--- config.mk ---
export PLATFORM = sky130hd
export DESIGN_NAME = pbt_div
export DESIGN_NICKNAME = d
export VERILOG_FILES = /design/src/pbt_pkg.sv /design/src/pbt_div.sv
export SDC_FILE = /design/constraint.sdc
export NUM_CORES = 1
export LEC_CHECK = 0
export BUFFER_PORTS_ARGS = -buffer_cell sky130_fd_sc_hd__clkbuf_2
export CAP_MARGIN = 20
export CORE_ASPECT_RATIO = 1.4
export CORE_MARGIN = 1
export CORE_UTILIZATION = 57
export CTS_CLUSTER_DIAMETER = 50
export DETAILED_ROUTE_END_ITERATION = 10
export GPL_TIMING_DRIVEN = 0
export HOLD_SLACK_MARGIN = 0.06
export PLACE_DENSITY = 0.81
export SYNTH_ARGS = -nofsm -noshare
export SYNTH_HDL_FRONTEND = slang
export SYNTH_SLANG_ARGS = --single-unit
--- constraint.sdc ---
create_clock -name clk -period 2.95 [get_ports clk]
set_input_delay 0.4425 -clock clk [delete_from_list [all_inputs] [get_ports clk]]
set_output_delay 0.4425 -clock clk [all_outputs]
set_load 0.005 [all_outputs]
--- src/pbt_pkg.sv ---
// Shared types and constants for the peer bandwidth throttle.
// Used by pbt_div, peer_bandwidth_throttle_unit, pbt_checker and tb; no other dependencies.
`default_nettype none
package pbt_pkg;

    localparam int PEERS          = 16;
    localparam int IDX_W          = 4;
    localparam int THROTTLE_SCALE = 32;
    localparam int SCALE_SHIFT    = 5;
    localparam int INTERVAL_MS    = 1000;
    localparam int MS_PER_SEC     = 1000;
    localparam int DIV_W          = 32;
    localparam int DIV_CNT_W      = 6;

    typedef logic [31:0] word_t;
    typedef logic [5:0]  thr_t;

    // Seconds from milliseconds: (ms * SECS_RECIP) >> SECS_SHIFT is exact for any 32-bit ms.
    localparam word_t SECS_RECIP = 32'h10624DD3;
    localparam int    SECS_SHIFT = 38;

    typedef enum logic [1:0] {
        OP_WRITE   = 2'd0,
        OP_ACCOUNT = 2'd1,
        OP_TICK    = 2'd2,
        OP_NONE    = 2'd3
    } opcode_t;

    typedef enum logic [1:0] {
        KIND_ACK    = 2'd0,
        KIND_NOACT  = 2'd1,
        KIND_REPORT = 2'd2,
        KIND_UNUSED = 2'd3
    } kind_t;

    typedef enum logic [1:0] {
        REG_HOST_OUT = 2'd0,
        REG_HOST_IN  = 2'd1,
        REG_LIMITED  = 2'd2,
        REG_UNUSED   = 2'd3
    } cfg_idx_t;

    typedef enum logic [4:0] {
        ST_IDLE,
        ST_TSTART,
        ST_COUNT,
        ST_SECS,
        ST_SETBW,
        ST_ADJ_CHK,
        ST_ADJ_THR,
        ST_PCHK,
        ST_PMUL,
        ST_PCMP,
        ST_PDIV,
        ST_UNI_CHK,
        ST_UNI_THR,
        ST_UNI_SCAN,
        ST_RC_START,
        ST_RC_CHK,
        ST_RC_DIV,
        ST_RC_SCAN,
        ST_REPORT,
        ST_NOACT
    } state_t;

    typedef struct packed {
        logic  start;
        word_t dividend;
        word_t divisor;
    } div_req_t;

    typedef struct packed {
        logic  done;
        word_t quotient;
    } div_rsp_t;

endpackage
`default_nettype wire

--- src/pbt_div.sv ---
// Iterative unsigned 32-bit divider, one quotient bit per cycle.
// Depends on pbt_pkg for the request and response structs.
`default_nettype none
module pbt_div (
    input  wire logic              clk,
    input  wire logic              rst_n,
    input  wire pbt_pkg::div_req_t req,
    output pbt_pkg::div_rsp_t      rsp
);
    import pbt_pkg::*;

    logic [DIV_W:0]     rem_reg, rem_next;
    word_t              quo_reg, quo_next;
    word_t              dvs_reg, dvs_next;
    logic [DIV_CNT_W-1:0] cnt_reg, cnt_next;
    logic               busy_reg, busy_next;
    logic               done_reg, done_next;
    logic [DIV_W:0]     trial;
    logic [DIV_W:0]     shifted;

    always_comb
    begin
        rem_next  = rem_reg;
        quo_next  = quo_reg;
        dvs_next  = dvs_reg;
        cnt_next  = cnt_reg;
        busy_next = busy_reg;
        done_next = 1'b0;
        shifted   = {rem_reg[DIV_W-1:0], quo_reg[DIV_W-1]};
        trial     = shifted - {1'b0, dvs_reg};
        if (req.start)
        begin
            rem_next  = '0;
            quo_next  = req.dividend;
            dvs_next  = req.divisor;
            cnt_next  = '0;
            busy_next = 1'b1;
        end
        else if (busy_reg)
        begin
            if (!trial[DIV_W])
            begin
                rem_next = trial;
                quo_next = {quo_reg[DIV_W-2:0], 1'b1};
            end
            else
            begin
                rem_next = shifted;
                quo_next = {quo_reg[DIV_W-2:0], 1'b0};
            end
            cnt_next = cnt_reg + 1'b1;
            if (cnt_reg == DIV_CNT_W'(DIV_W - 1))
            begin
                busy_next = 1'b0;
                done_next = 1'b1;
            end
        end
    end

    always_ff @(posedge clk or negedge rst_n)
    begin
        if (!rst_n)
        begin
            busy_reg <= 1'b0;
            done_reg <= 1'b0;
            cnt_reg  <= '0;
        end
        else
        begin
            busy_reg <= busy_next;
            done_reg <= done_next;
            cnt_reg  <= cnt_next;
        end
    end

    always_ff @(posedge clk)
    begin
        rem_reg <= rem_next;
        quo_reg <= quo_next;
        dvs_reg <= dvs_next;
    end

    assign rsp.done     = done_reg;
    assign rsp.quotient = quo_reg;

endmodule
`default_nettype wire

## After elaboration in Yosys (flattened, before gate mapping)

Index checks and enable logic that the tools add are counted.

- Multiplexer cells: 12
- Reduce and logical (&&, ||, !) cells: 1
- Eq/ne operators: 1
- Add/subtract/negate cells: 2

Operators with widths:

| kind | count |
|---|---|
| $mux 32 | 3 |
| $sub 33x32->33 | 1 |
| $mux 6 | 2 |
| $mux 1 | 7 |
| $add 6x1->6 const B | 1 |
| $eq 6x5->1 const B | 1 |
| $reduce_bool 2->1 | 1 |

- Register bits after elaboration: 104
- Logic and storage cells: 22

## Depth between registers and ports, before layout

- Depth after elaboration: 4
- Mapped depth: 13

## Least setup slack after synthesis

OpenSTA, ideal clock, no wires.

- Path type: register -> register
- From: register quo_reg[31]
- To: register rem_reg[0]
- Cell stages (with the launch flop): 13
- Slack: 176 ps
- Arrival time: 2,688 ps
- Library setup time: 86 ps
- Period minus slack after synthesis: 2,774 ps
- Cell sequence: edfxtp_1 -> inv_1 -> ha_1 -> fa_1 -> nor2b_1 -> o31ai_1 -> a21o_1 -> nand3_2 -> and4_4 -> a31oi_4 -> xnor2_4 -> mux2_1 -> a211oi_1

- Longest elaborated chain between the ends: 2

Ends and longest elaborated chain:

| what | line | RTL |
|---|---|---|
| from (decl) | pbt_div.sv:13 | `word_t quo_reg, quo_next;` |
| from (signal assigned) | pbt_div.sv:79 | `quo_reg <= quo_next;` |
| $sub 33x32->33 | pbt_div.sv:30 | `trial = shifted - {1'b0, dvs_reg};` |
| $mux 32 * | pbt_div.sv:41 | `if (!trial[DIV_W])` |
| to (signal assigned) | pbt_div.sv:78 | `rem_reg <= rem_next;` |
| to (decl) | pbt_div.sv:12 | `logic [DIV_W:0] rem_reg, rem_next;` |

Mark *: on every way between the ends. The rest lies on a longest branch, timed or not.
A chain may end at the register's enable or synchronous reset.

## Worst setup path in the final report

- From: register dvs_reg[0]
- To: register rem_reg[25]

- Longest elaborated chain between the ends: 2

Ends and longest elaborated chain:

| what | line | RTL |
|---|---|---|
| from (decl) | pbt_div.sv:14 | `word_t dvs_reg, dvs_next;` |
| from (signal assigned) | pbt_div.sv:80 | `dvs_reg <= dvs_next;` |
| $sub 33x32->33 | pbt_div.sv:30 |  |
| $mux 32 | pbt_div.sv:41 |  |

Every way passes these cells.

==> run_results.csv <==
group,metric,value,unit
layout,final_core_util,0.708,
yosys,syn-num-nets,629,
layout,layout_commonest_cell,"clkbuf_2",
timing,setup_tns,0,ns
routing,drtPass1Iterations,4,
timing,fin_ws,0.0834,ns
routing,num_vias,4499,
timing,max_freq,349,MHz
layout,layout_common_cells,"clkbuf_2, edfxtp_1, nor2_1, inv_1",
timing,min_period_over_period,0.972,
clocking,clk_latency,0.36,ns
pwr,p_leak,3.03,nW
pwr,switchingPower,2.19,mW
yosys,synth_edf_count,64,
floorplanning,initial_core_util,0.586,
timing,final-setup-viol-count,0,
place,io_buffers,99,
place,dp_hpwl,9250,µm
clocking,htree_levels,3,
critical_path,worstSetupEndpointType,"flip-flop",
yosys,synthMuxAreaShare,0.117,
floorplanning,io_pins,100,
yosys,synth_compound_area_frac,0.147,
yosys,async_reset_ff_frac,0.0769,
floorplanning,core,9950,µm²
critical_path,cp.required,3.17,ns
routing,routed.top_layer,"met4",
grt,grt_pass1_wl,20900,µm
pwr,pwr-share-seq,0.340,
yosys,synthFlopType,"edfxtp_1",
yosys,synth_top_family_by_area,"compound AO/OA/AOI/OAI gates",
timing,worst_pin_slew,0.655,ns
clocking,clock_path_buffers,2,
grt,grt_overflow,0,
yosys,synth_simple_gate_area_frac,0.0894,
layout,multi_input_area,2950,µm²
clocking,tritoncts,"yes",
timing,rsz0062_at_grt,"yes",
pwr,internal_power,3.84,mW
pwr,powerDensity,855,nW/µm²
routing,ant_nets,0,
yosys,synth_seq_area_share,0.474,
pwr,peakVddDrop,0.000411,V
timing,drv_slew,0,
timing,min_period,2.87,ns
layout,insertedDiodeCount,0,
timing,fin_skew,0.00839,ns
layout,seqCellArea,2760,µm²
yosys,ys_ff_latch,104,
grt,grt_use_total,0.256,
critical_path,path_class,"flip-flop to flip-flop",
layout,final_nets,748,
floorplanning,die_area,10600,µm²
critical_path,cp-start-kind,"flip-flop",
layout,filler_cell_count,700,
routing,post_drt_via_cell_ratio,5.72,
worst_hold_path,hp-class,"input pin to flip-flop",
routing,wl_met3,699,µm
timing,hold_viol,0,
place,pre_cts_ws,-0.708,ns
place,place.gp.congestion,0.883,
yosys,synth.distinct_cells,53,
routing,drc,0,
clocking,clock-sinks,104,
yosys,synth-xor-area-share,0.0543,
routing,wl_met2,6770,µm
place,dp_cells,762,
grt,grt_pass1_vias,4553,
timing,fin_hold_ws,0.262,ns
timing,relSlewSlack,0.562,
floorplanning,die_h,122,µm
yosys,syn_area_per_cell,11.0,µm²
grt,antenna_found_initial,0,
grt,grt_max_degree,35,
outcome,outcome,"completed",
critical_path,crit_arrival,3.08,ns
floorplanning,rows,43,
layout,drive_above_1_share,0.290,
routing,wl_met1,5130,µm
pwr,swShare,0.364,
pwr,clkPwrFrac,0.197,
yosys,synthAdderAreaFrac,0.0742,
pwr,p_comb_frac,0.463,
yosys,syn_inst,528,
layout,area_growth,20.9,%
floorplanning,die_w,87.5,µm
yosys,syn_area,5830,µm²
clocking,cts.clk_slew.worst_paths,0.08,ns
clocking,cts_inserted_buffers,9,
flow_run,maxCapViolations,0,
routing,wl_per_cell,16.5,µm
yosys,yosys_warnings,0,
layout,fin_cells,787,
clocking,cts-root-buf,"clkbuf_16",
critical_path,worstPathMaxFanout,10,
routing,drt-total-wl,13000,µm
routing,drt_iter0_markers,217,
[per-stage QoR]
step	cell area, µm²	total power, mW
finish	7050	6.03
global route	7050	6.38
global placement	6500	4.40
floorplan	5830	3.92
detailed placement	6500	4.45
CTS	6990	5.95
[synthesized netlist by cell type, types with 2 or more instances]
library cell	instances	area, µm²
o2111ai_1	2	17.5
mux2i_1	31	310
clkbuf_1	19	71.3
nand3_2	2	20.0
dfrtp_1	8	200
and3_1	4	25.0
a41oi_1	5	43.8
buf_6	3	33.8
a311oi_1	3	26.3
o31ai_1	2	15.0
nor3_1	2	10.0
mux2_2	32	360
and4_1	3	26.3
o21bai_1	4	30.0
inv_1	39	146
a21boi_0	4	30.0
xor2_1	10	87.6
a21o_1	15	113
nand2_1	22	82.6
a21oi_1	24	120
edfxtp_1	64	1920
nand3_1	3	15.0
dfxtp_1	32	641
nor2b_1	5	31.3
ha_1	33	413
o21ai_0	9	45.0
o211ai_1	4	30.0
nand4_1	5	31.3
a31oi_1	2	12.5
xnor2_1	23	201
and2_1	8	50.1
a211oi_1	32	240
nor2_1	49	184
o21a_1	6	45.0
[kinds of logic after synthesis]
| kind of cell | count (synthesis) |
|---|---|
| fa+ha+maj | 34 |
| buf+inv | 63 |
| simple gates | 109 |
| compound gates | 120 |
| xor+xnor | 34 |
| mux | 64 |
| flops | 104 |
[critical path, stage by stage (launching register included)]
cell,delay [ns]
edfxtp_1,0.42
ha_4,0.19
fa_2,0.36
nor2b_4,0.16
o31ai_4,0.09
a21o_1,0.21
nand3_2,0.10
and4_4,0.25
a31oi_4,0.12
xnor2_4,0.18
buf_6,0.15
buf_12,0.15
mux2i_1,0.24
a211oi_1,0.10
[final timing paths]
path,start,end,slack (ns),cells past startpoint
hold reg to reg,rem_reg[29]$_SDFFE_PP0P_,rem_reg[29]$_SDFFE_PP0P_,0.51,2
hold / removal,req[0],dvs_reg[0]$_DFFE_PP_,0.26,1
max in group asynchronous,rst_n,cnt_reg[2]$_DFFE_PN0P_,2.30,2
setup / recovery,dvs_reg[0]$_DFFE_PP_,rem_reg[25]$_SDFFE_PP0P_,0.08,13
min in group asynchronous,rst_n,busy_reg$_DFF_PN0_,0.47,2
setup reg to reg,dvs_reg[0]$_DFFE_PP_,rem_reg[25]$_SDFFE_PP0P_,0.08,13
[cell type report]
class	count	share of cell area
clock inverters	7	0.00958
clock buffers	9	0.0319
flip-flops and latches	104	0.392
repair buffers	109	0.0855
inverters	39	0.0213
well taps	135	0.0240
plain buffers	23	0.0183
multi-input cells	361	0.418
[per-layer routing]
metal	vias to the layer above	global-route usage
met5	-	0
met4	0	0.129
li1	2172	-
met3	35	0.0576
met1	2143	0.294
met2	149	0.442
[power groups by stage]
stage / Clock, mW / Combinational (mW) / Sequential [mW]
3_5_place_dp: 0 / 2.39 / 2.06
5_1_grt: 1.25 / 3.04 / 2.09
3_3_place_gp: 0 / 2.34 / 2.06
4_1_cts: 1.20 / 2.70 / 2.05
6_report: 1.19 / 2.80 / 2.05
2_1_floorplan: 0 / 1.91 / 2.02
[repair_timing]
item | 4_1_cts | 5_1_grt
gates cloned | 1 | 0
endpoints found under the hold margin | 8 | 0
pin swaps | 10 | 14
hold buffers | 1 | 0
setup buffers | 8 | 0
gates resized for setup | 20 | 19
endpoints found under the setup margin | 62 | 65
No activity file was read; power rests on OpenSTA's default activity.
